==> config.mk <==
export PLATFORM = sky130hd
export DESIGN_NAME = cache_replacement_fifo_lru_clock
export DESIGN_NICKNAME = d
export VERILOG_FILES = /design/src/rtl/core/crfl_pkg.sv /design/src/rtl/core/crfl_cell.sv /design/src/rtl/core/cache_replacement_fifo_lru_clock.sv
export SDC_FILE = /design/constraint.sdc
export NUM_CORES = 2
export LEC_CHECK = 0
export BUFFER_PORTS_ARGS = -buffer_cell sky130_fd_sc_hd__buf_4
export CAP_MARGIN = 30
export CELL_PAD_IN_SITES_DETAIL_PLACEMENT = 1
export CELL_PAD_IN_SITES_GLOBAL_PLACEMENT = 2
export CORE_MARGIN = 4
export CORE_UTILIZATION = 43
export CTS_CLUSTER_DIAMETER = 50
export CTS_CLUSTER_SIZE = 16
export DETAILED_ROUTE_END_ITERATION = 10
export GPL_TIMING_DRIVEN = 0
export PLACE_DENSITY = 0.86
export SLEW_MARGIN = 25
export SYNTH_ARGS = -nofsm -noshare
export SYNTH_HDL_FRONTEND = slang
export SYNTH_SLANG_ARGS = --single-unit
==> constraint.sdc <==
create_clock -name aclk -period 14.76 [get_ports aclk]
set_input_delay 1.476 -clock aclk [delete_from_list [all_inputs] [get_ports aclk]]
set_output_delay 1.476 -clock aclk [all_outputs]
set_load 0.005 [all_outputs]
==> src/rtl/core/crfl_pkg.sv <==
// crfl_pkg: shared constants and types for the replacement cache
// no dependencies
`timescale 1ns / 1ps
package crfl_pkg;
    localparam int MaxEntries = 64;
    localparam int IdxW = $clog2(MaxEntries);
    localparam int CapW = 7;
    localparam logic [1:0] POL_FIFO  = 2'd0;
    localparam logic [1:0] POL_LRU   = 2'd1;
    localparam logic [1:0] POL_CLOCK = 2'd2;
    localparam logic [1:0] KIND_HIT  = 2'd0;
    localparam logic [1:0] KIND_COMP = 2'd1;
    localparam logic [1:0] KIND_CAP  = 2'd2;
    localparam logic [0:0] REG_CAPACITY = 1'b0;
    localparam logic [0:0] REG_POLICY   = 1'b1;

    // per-cell command from the controller
    typedef struct packed {
        logic       shift;      // cells from shift_from up to last-1 take neighbor value
        logic [IdxW-1:0] shift_from;
        logic [IdxW-1:0] last;  // last slot in use
        logic       wr;         // write key at wr_idx
        logic [IdxW-1:0] wr_idx;
        logic [7:0] wr_key;
        logic       wr_ref;
        logic       set_ref;    // set ref bit at ref_idx
        logic       clr_ref;    // clear ref bit at ref_idx
        logic [IdxW-1:0] ref_idx;
    } crfl_cmd_t;
endpackage

==> src/rtl/core/crfl_cell.sv <==
// crfl_cell: one cache slot holding key and reference bit, with compare
// depends on crfl_pkg
`timescale 1ns / 1ps
module crfl_cell (
    input  logic                 aclk,
    input  logic                 aresetn,
    input  logic [crfl_pkg::IdxW-1:0] idx,
    input  crfl_pkg::crfl_cmd_t  cmd,
    input  logic [7:0]           probe_key,
    input  logic [7:0]           nbr_key,
    input  logic                 nbr_ref,
    output logic [7:0]           key,
    output logic                 refb,
    output logic                 match
);
    import crfl_pkg::*;
    logic [7:0] key_reg, key_next;
    logic       ref_reg, ref_next;

    // next value: write, neighbor shift, or ref update
    always_comb begin
        key_next = key_reg;
        ref_next = ref_reg;
        if (cmd.shift && idx >= cmd.shift_from && idx < cmd.last) begin
            key_next = nbr_key;
            ref_next = nbr_ref;
        end
        if (cmd.set_ref && idx == cmd.ref_idx) ref_next = 1'b1;
        if (cmd.clr_ref && idx == cmd.ref_idx) ref_next = 1'b0;
        if (cmd.wr && idx == cmd.wr_idx) begin
            key_next = cmd.wr_key;
            ref_next = cmd.wr_ref;
        end
    end

    always_ff @(posedge aclk) begin
        if (!aresetn) begin
            key_reg <= '0;
            ref_reg <= 1'b0;
        end else begin
            key_reg <= key_next;
            ref_reg <= ref_next;
        end
    end

    assign key   = key_reg;
    assign refb  = ref_reg;
    assign match = (key_reg == probe_key) && (idx <= cmd.last);
endmodule

==> src/rtl/core/cache_replacement_fifo_lru_clock.sv <==
// Replacement cache top: a request passes through the lookup and sweep states to the result (FIFO, LRU, clock hit);
// the reserved key zero skips the sweep; a clock miss stays in sweep while the hand's reference bit is set.
// One access at a time: the next request is taken only after the result is accepted.
// Synchronous active-low reset clears all slots, seen map and counters at once.
// Depends on crfl_pkg, crfl_cell
`timescale 1ns / 1ps
module cache_replacement_fifo_lru_clock (
    input  logic        aclk,
    input  logic        aresetn,
    input  logic        s_tvalid,
    output logic        s_tready,
    input  logic [7:0]  s_tdata,   // [7:0] key_byte
    output logic        m_tvalid,
    input  logic        m_tready,
    output logic [71:0] m_tdata,   // [0] hit, [2:1] miss_kind, [34:3] compulsory_total,
                                   // [66:35] capacity_total, rest zero
    input  logic        cfg_valid,
    output logic        cfg_ready,
    input  logic [0:0]  cfg_index,
    input  logic [6:0]  cfg_data
);
    import crfl_pkg::*;
    typedef enum logic [1:0] {S_IDLE, S_LOOK, S_SWEEP, S_OUT} state_t;

    state_t          state_reg;
    logic [CapW-1:0] cap_reg;
    logic [1:0]      pol_reg;
    logic [7:0]      key_reg;
    logic [IdxW-1:0] hand_reg;
    logic [255:0]    seen_reg;
    logic [31:0]     comp_reg, capc_reg;
    logic            hit_reg;
    logic [1:0]      kind_reg;
    logic            found_reg;
    logic [IdxW-1:0] pos_reg;

    logic [7:0]      keys [MaxEntries];
    logic            refs [MaxEntries];
    logic [MaxEntries-1:0] match;
    crfl_cmd_t       cmd;

    // effective size and policy
    logic [IdxW-1:0] last;
    logic [1:0]      pol;
    always_comb begin
        if (cap_reg == '0) last = '0;
        else if (cap_reg > CapW'(MaxEntries)) last = IdxW'(MaxEntries - 1);
        else last = IdxW'(cap_reg - 1'b1);
        pol = (pol_reg == 2'd3) ? POL_FIFO : pol_reg;
    end
    logic [IdxW-1:0] hand_eff, hand_inc;
    assign hand_eff = (hand_reg > last) ? '0 : hand_reg;
    assign hand_inc = (hand_eff == last) ? '0 : hand_eff + 1'b1;

    // chain of slot cells
    for (genvar g = 0; g < MaxEntries; g++) begin : g_cell
        crfl_cell u_cell (
            .aclk, .aresetn, .idx(IdxW'(g)), .cmd, .probe_key(key_reg),
            .nbr_key(keys[(g + 1) % MaxEntries]), .nbr_ref(refs[(g + 1) % MaxEntries]),
            .key(keys[g]), .refb(refs[g]), .match(match[g])
        );
    end

    // priority encode of compare results, registered
    logic            found;
    logic [IdxW-1:0] pos;
    always_comb begin
        found = 1'b0;
        pos = '0;
        for (int i = MaxEntries - 1; i >= 0; i--)
            if (match[i]) begin found = 1'b1; pos = IdxW'(i); end
    end

    // slot commands
    always_comb begin
        cmd = '0;
        cmd.last = last;
        cmd.wr_key = key_reg;
        if (state_reg == S_SWEEP) begin
            if (found_reg) begin
                if (pol == POL_LRU) begin
                    cmd.shift = 1'b1; cmd.shift_from = pos_reg;
                    cmd.wr = 1'b1; cmd.wr_idx = last; cmd.wr_ref = refs[pos_reg];
                end else if (pol == POL_CLOCK) begin
                    cmd.set_ref = 1'b1; cmd.ref_idx = pos_reg;
                end
            end else if (pol == POL_LRU) begin
                cmd.shift = 1'b1; cmd.shift_from = '0;
                cmd.wr = 1'b1; cmd.wr_idx = last; cmd.wr_ref = refs[0];
            end else if (pol == POL_CLOCK && refs[hand_eff]) begin
                cmd.clr_ref = 1'b1; cmd.ref_idx = hand_eff;
            end else begin
                cmd.wr = 1'b1; cmd.wr_idx = hand_eff; cmd.wr_ref = 1'b0;
            end
        end
    end

    assign s_tready  = (state_reg == S_IDLE);
    assign cfg_ready = 1'b1;
    assign m_tvalid  = (state_reg == S_OUT);
    assign m_tdata   = {5'd0, capc_reg, comp_reg, kind_reg, hit_reg};

    // sequencer, counters and result register
    always_ff @(posedge aclk) begin
        if (!aresetn) begin
            state_reg <= S_IDLE;
            cap_reg <= CapW'(3);
            pol_reg <= POL_FIFO;
            hand_reg <= '0;
            seen_reg <= '0;
            comp_reg <= '0;
            capc_reg <= '0;
            hit_reg <= 1'b0;
            kind_reg <= KIND_HIT;
        end else begin
            if (cfg_valid) begin
                if (cfg_index == REG_CAPACITY) cap_reg <= cfg_data;
                else pol_reg <= cfg_data[1:0];
            end
            case (state_reg)
                S_IDLE: if (s_tvalid) begin
                    key_reg <= s_tdata;
                    state_reg <= S_LOOK;
                end
                S_LOOK: begin
                    found_reg <= found;
                    pos_reg <= pos;
                    hand_reg <= hand_eff;
                    if (key_reg == 8'd0) begin
                        hit_reg <= 1'b0; kind_reg <= KIND_HIT; state_reg <= S_OUT;
                    end else begin
                        hit_reg <= found;
                        if (found) kind_reg <= KIND_HIT;
                        else if (!seen_reg[key_reg]) begin
                            kind_reg <= KIND_COMP;
                            seen_reg[key_reg] <= 1'b1;
                            if (comp_reg != '1) comp_reg <= comp_reg + 1'b1;
                        end else begin
                            kind_reg <= KIND_CAP;
                            if (capc_reg != '1) capc_reg <= capc_reg + 1'b1;
                        end
                        state_reg <= S_SWEEP;
                    end
                end
                S_SWEEP: begin
                    if (found_reg || pol == POL_LRU) state_reg <= S_OUT;
                    else begin
                        hand_reg <= hand_inc;
                        if (!(pol == POL_CLOCK && refs[hand_eff])) state_reg <= S_OUT;
                    end
                end
                S_OUT: if (m_tready) state_reg <= S_IDLE;
                default: state_reg <= S_IDLE;
            endcase
        end
    end
endmodule

---- Word-level counts from Yosys, hierarchy flattened ----
Index checks and enable logic that the tools add are counted.
operators by class
  add/subtract/negate cells ............... 4
  equal/unequal tests ..................... 203
  reductions and logical operators ........ 535
  bitwise gates (word level) .............. 7
  order comparisons ....................... 198
  multiplexer cells ....................... 560
operators with widths
  kind                                                                             number
  8-bit 2-to-1 mux                                                                 128
  8-bit equality test                                                              64
  1-bit logical AND                                                                386
  6-bit equality test, first input constant                                        64
  1-bit 2-to-1 mux                                                                 336
  256-bit OR                                                                       1
  4-bit nonzero test                                                               64
  6-bit 2-to-1 mux                                                                 40
  5-bit by 6-bit equality test with 1-bit output, first input constant             32
  6-bit >= comparator, first input constant                                        32
  6-bit less-or-equal comparator, first input constant                             32
  6-bit < comparator, first input constant                                         32
  2-bit nonzero test                                                               65
  4-bit by 6-bit equality test with 1-bit output, first input constant             16
  5-bit by 6-bit >= comparator with 1-bit output, first input constant             16
  5-bit by 6-bit less-or-equal comparator with 1-bit output, first input constant  16
  5-bit by 6-bit < comparator with 1-bit output, first input constant              16
  5-bit 2-to-1 mux                                                                 16
  7-bit 2-to-1 mux                                                                 11
  32-bit by 1-bit adder with 32-bit output, second input constant                  2
  32-bit inequality test, second input constant                                    2
  3-bit by 6-bit equality test with 1-bit output, first input constant             8
  4-bit by 6-bit >= comparator with 1-bit output, first input constant             8
  4-bit by 6-bit less-or-equal comparator with 1-bit output, first input constant  8
  50 further kinds                                                                 112
word-level totals
  register bits ........................... 931
  output and inout bits ................... 75
  logic and storage cells ................. 1652

---- Depth between registers and ports, before layout ----
  word-level depth ........................ 71
  mapped depth ............................ 26
  depth with buffers taken out ............ 20

---- Cells and area by module ----
From an unflattened synthesis, not the netlist that was laid out.
second synthesis, totals
  cell total of the unflattened synthesis .. 9651
  area, all modules ....................... 82870.7 um^2
by module, submodules not included
  module                             times used  area an instance (um^2)  cells each
  crfl_cell (g_cell[0].u_cell ...)   39          1049.8                   118
  crfl_cell (g_cell[45].u_cell ...)  25          972.2                    123
  cache_replacement_fifo_lru_clock   1           17625.7                  1974

---- Worst setup path before layout ----
OpenSTA, ideal clock, no wires.
  path kind ............................... reg2reg
  from .................................... register cap_reg[0]
  to ...................................... register g_cell[34].u_cell.ref_reg
  data arrival time ....................... 5673 ps
  path buffers ............................ 6
  cell stages (with the launch flop) ...... 24
  slack ................................... 8950 ps
  library setup time ...................... 137 ps
  path through ............................ dfxtp_1 > clkbuf_1 > buf_2 > inv_1 > ha_1 > buf_2 > nor3b_2 > xor2_1 > buf_2 > a22oi_1 > ha_1 > nand3_1 > o21ai_1 > and2_1 > a21boi_1 > a32oi_1 > o211ai_1 > nand3_1 > nand2_1 > clkbuf_1 > nand3_1 > clkbuf_1 > nand4_1 > o221ai_1
between the ends
  longest elaborated chain between the ends .. 19
RTL lines
  what                                                                                          line                                                                            RTL
  from (decl)                                                                                   cache_replacement_fifo_lru_clock.sv:26                                          logic [CapW-1:0] cap_reg;
  from (signal assigned)                                                                        cache_replacement_fifo_lru_clock.sv:107                                         cap_reg <= CapW'(3);
  from (signal assigned)                                                                        cache_replacement_fifo_lru_clock.sv:117                                         if (cfg_index == REG_CAPACITY) cap_reg <= cfg_data;
  6-bit by 1-bit subtractor with 6-bit output or 7-bit greater-than comparator (tied branches)  cache_replacement_fifo_lru_clock.sv:48, cache_replacement_fifo_lru_clock.sv:47
  6-bit 2-to-1 mux                                                                              cache_replacement_fifo_lru_clock.sv:47                                          else if (cap_reg > CapW'(MaxEntries)) last = IdxW'(MaxEntries - 1);
  6-bit 2-to-1 mux (*)                                                                          cache_replacement_fifo_lru_clock.sv:46                                          if (cap_reg == '0) last = '0;
  6-bit greater-than comparator                                                                 cache_replacement_fifo_lru_clock.sv:52                                          assign hand_eff = (hand_reg > last) ? '0 : hand_reg;
  6-bit 2-to-1 mux                                                                              cache_replacement_fifo_lru_clock.sv:52
  6-bit inverter with 7-bit output (implied by the code)                                        cache_replacement_fifo_lru_clock.sv:90                                          end else if (pol == POL_CLOCK && refs[hand_eff]) begin
  1-bit binary-select mux with 6-bit select                                                     cache_replacement_fifo_lru_clock.sv:90
  1-bit 2-to-1 mux (implied by the code) (2 in series)                                          cache_replacement_fifo_lru_clock.sv:90
  (+2 left out)                                                                                 --
  7-bit 2-to-1 mux                                                                              cache_replacement_fifo_lru_clock.sv:87                                          end else if (pol == POL_LRU) begin
  6-bit 2-to-1 mux                                                                              cache_replacement_fifo_lru_clock.sv:80                                          if (found_reg) begin
  9-bit 2-to-1 mux                                                                              cache_replacement_fifo_lru_clock.sv:79                                          if (state_reg == S_SWEEP) begin
  6-bit equality test                                                                           crfl_cell.sv:28, crfl_cell.sv:29
  1-bit logical AND                                                                             crfl_cell.sv:28                                                                 if (cmd.set_ref && idx == cmd.ref_idx) ref_next = 1'b1;
  1-bit 2-to-1 mux                                                                              crfl_cell.sv:28
  1-bit 2-to-1 mux                                                                              crfl_cell.sv:29                                                                 if (cmd.clr_ref && idx == cmd.ref_idx) ref_next = 1'b0;
  1-bit 2-to-1 mux                                                                              crfl_cell.sv:30                                                                 if (cmd.wr && idx == cmd.wr_idx) begin
  to (signal assigned)                                                                          crfl_cell.sv:42                                                                 ref_reg <= ref_next;
  to (decl)                                                                                     crfl_cell.sv:18                                                                 logic ref_reg, ref_next;
Mark *: on every way between the ends. The rest lies on a longest branch, timed or not. The select of a mux whose other input is x is not followed.
A chain may end at the register's enable or synchronous reset.

---- Final worst setup path ----
Ends and elaborated chain as after synthesis.

==> results by group <==
Clock tree
  – CTS hold repair buffers: 0
  – Maximum clock insertion buffer count: 3
  – Clk root buf: clkbuf_16
  – Setup Fix Bufs, Post-CTS: 0
  – Sink Count: around 930
  – Clock Pin Slew Worst Setup and Hold Paths: about 70 ps
  – H-tree lvl count: 3
  – Clock latency on the worst-skew pair: ~800 ps
  – TritonCTS buffer count: 120
  – Resize count post-CTS: 0
  – Clock tree from TritonCTS: yes

Synth
  – Top FF cell, synth: dfxtp_1
  – Post-synth EDFFs: 15
  – Syn_area_per_cell: between 8 and 9 um2
  – Seq/Total Area, Yosys: 35.3%
  – YS warnings: 0
  – Mapped cell area: 53200 um2
  – FFs w/ async S/R, synth: 0%
  – Post-Syn Instances: a little over 6000
  – Unique masters post-synth: 113
  – Number of synthesized register bits: 931

Timing
  – Least-Margin Pin Slew: ~1200 ps
  – PnR worst setup slack: between 4000 and 5000 ps
  – RSZ-0062 raised after global routing: false
  – Final Critical Period: ~10000 ps
  – Fmax: 0.0995 GHz
  – Clock skew: about 70 ps
  – Slew Limit Headroom: about 22%
  – Final Hold Vio Count: 0
  – Setup TNS: 0 ps
  – Setup violators final: 0
  – Tcrit/Tclk final: 68.1%
  – Slew Limit Fails: 0

Critical path
  – Crit Path Max Fanout: 10
  – Internal reg-to-reg setup slack: between 4000 and 5000 ps
  – Worst setup EP type: flop
  – Worst EP arrival: 10680 ps
  – Crit start category: flop
  – CP max-delay cell: clkbuf_1
  – Reg-to-Reg Start: cap_reg[0]$_SDFFE_PN1P_
  – CP peak stage delay: between 700 and 800 ps
  – Reg2reg end: g_cell[34].u_cell.refb$_SDFFE_PN0P_
  – Worst EP required: about 15000 ps
  – CP dominant cell by count: clkbuf_1
  – R2R cell count: 26
  – Setup CP Type: reg2reg

Floorplan
  – Die span in x: 360 um
  – Core Region: 122000 um2
  – Starting density of the core: about 43%
  – # IOs: 96
  – Die ar.: between 100000 and 150000 um2
  – Site row count: between 100 and 150
  – Die height: roughly 360 um

Place
  – DP Worst Slack: around 5300 ps
  – Port Buffers: between 80 and 90
  – DP HPWL: ~230000 um
  – Final Wtd Congestion: approximately 1.2

Detailed routing
  – Post-route ant nets: 0
  – Via Count: ~56000
  – DRT Pass-1 Iters: 9
  – DR vias/cell: about 6.8
  – DRT Wirelength: 310000 um
  – Remaining DRCs: 0
  – DR iter-0 viols: about 7200
  – Routed WL per cell: 37.6 um

Cells and area
  – Max FFs per register: roughly 500
  – Share of cells above drive strength 1: about 13%
  – Nets: between 6000 and 7000
  – Area Growth Syn to Fin: 15.3%

Global route
  – Gr ovfl total: 0
  – Largest net degree at the start of global routing: 19
  – First-pass GRT wire length: around 430000 um
  – Vias in the first global route: about 55000
  – Total GRT Usage: 46.0%
  – Initial antenna violation count: 15

Power
  – Worst vdd rail ir drop: ~0.00011 V
  – Leakage: roughly 23 nW
  – PD cells: between 100 and 150 nW/um2

Min path
  – Hold Crit Class: reg2reg
  – Hold Startpoint: seen_reg[39]$_SDFFE_PN0P_
  – Hold Crit Depth: 2
  – Hold path endpoint: seen_reg[39]$_SDFFE_PN0P_

Job
  – Max cap viols: 0

Outcome
  – Status: complete, no violations
-- layout by cell type, fill, tap and decap left out, types with 32 or more instances in the layout --
cell,n
nand4_1,96
mux2i_1,497
clkbuf_16,121
nand2_1,703
nor4_1,91
nor2_1,682
o21ai_1,230
a21oi_1,138
nand3_1,163
o21ai_0,144
dfxtp_1,916
clkbuf_1,276
a311oi_1,48
xor2_1,322
nand2b_1,46
clkbuf_2,34
mux4_2,111
and2_1,32
xnor2_1,219
buf_4,133
buf_1,52
o21a_1,39
inv_1,53
a22oi_1,38
nor3_1,56
a31oi_1,37
o211ai_1,35
buf_2,145
and3_1,44
a211oi_1,442
-- routing by layer --
layer	part of all wire [%]	GRT usage, %	up-vias
met5	0.012	0	-
met2	41	66.6	3338
li1	-	-	23200
met1	38	56.2	28100
met4	10	38.0	6
met3	10	13.7	1167
-- worst max-delay path by stage --
| stage | start | endpoint | slack [ps] |
|---|---|---|---|
| CTS | cap_reg[0]$_SDFFE_PN1P_ | g_cell[34].u_cell.refb$_SDFFE_PN0P_ | 5290 |
| global placement | cap_reg[0]$_SDFFE_PN1P_ | g_cell[53].u_cell.key[6]$_SDFFE_PN0P_ | 4540 |
| floorplan | cap_reg[0]$_SDFFE_PN1P_ | g_cell[34].u_cell.refb$_SDFFE_PN0P_ | 8950 |
| detailed placement | cap_reg[0]$_SDFFE_PN1P_ | g_cell[34].u_cell.refb$_SDFFE_PN0P_ | 5320 |
| global route | cap_reg[0]$_SDFFE_PN1P_ | g_cell[34].u_cell.refb$_SDFFE_PN0P_ | 4590 |
| finish | cap_reg[0]$_SDFFE_PN1P_ | g_cell[34].u_cell.refb$_SDFFE_PN0P_ | 4710 |
-- metrics by stage --
step / total power, mW / cell area (um2) / utilization (%) / hold WS, ps / instances
final: 7.18 / 61400 / 50.1 / 444 / 8236
after global routing: 7.28 / 61300 / 50.1 / 460 / 8223
after CTS: 7.09 / 61300 / 50.1 / 448 / 8218
after detailed placement: 3.95 / 57000 / 46.6 / 439 / 7990
after global placement: 3.90 / 55900 / 45.7 / 428 / 7923
after floorplan: 3.28 / 53200 / - / 420 / 6209
-- critical path, delay by kind of cell (launching register included) --
kind	cells	cell delay, ps
DFF	1	420
and+or+nand+nor	7	2130
adders and majority gates	2	770
buffers and inverters	9	3650
AOI/OAI and AO/OA	8	2890
-- cell usage after synthesis (all sizes together), types with 38 or more instances --
library cell / count / area share (%)
a22oi: 38 / 0.54
xor2: 322 / 5.3
nor4: 112 / 1.4
dfxtp: 916 / 34
nand2: 704 / 5.0
nand2b: 46 / 0.54
nor2: 695 / 4.9
mux4: 111 / 4.7
nand4: 99 / 1.2
nor3: 68 / 0.69
buf: 209 / 1.9
a31oi: 39 / 0.47
mux2i: 497 / 9.3
o21ai: 377 / 3.6
inv: 54 / 0.38
xnor2: 219 / 3.6
clkbuf: 301 / 2.1
nand3: 166 / 1.6
a21oi: 142 / 1.3
a211oi: 445 / 6.3
a311oi: 48 / 0.79
o21a: 39 / 0.55
and3: 44 / 0.52
-- power breakdown --
part / total [mW] / leakage (nW) / internal [mW] / switching [mW]
registers: 2.57 / 7.52 / 2.54 / 0.0265
clock network: 3.19 / 2.06 / 1.80 / 1.39
logic: 1.41 / 13.1 / 0.321 / 1.09
-- cells by family (layout without fill, tap and decap cells) --
group                    count (synthesis)  after routing  share of synthesized area (%)
XOR/XNOR                               541            541                           8.90
buffers and inverters                  571            960                           4.49
AND/OR/NAND/NOR                       2062           2062                           17.7
other                                    2             19                         0.0141
flip-flops                             931            931                           35.3
adder cells (fa/ha/maj)                 20             20                          0.449
multiplexers                           624            624                           14.4
AO/OA/AOI/OAI                         1454           1454                           18.8
-- final cells by class --
cell class,count,area (um2)
clock buffers,134,3130
repair buffers,161,1430
plain buffers,510,2210
multi-input cells,4707,32300
well taps,1625,2030
inverters,61,229
clock inverters,94,1170
diodes,13,32.5
flip-flops and latches,931,18800
fillers,14300,61000
No activity file was read; power rests on OpenSTA's default activity.
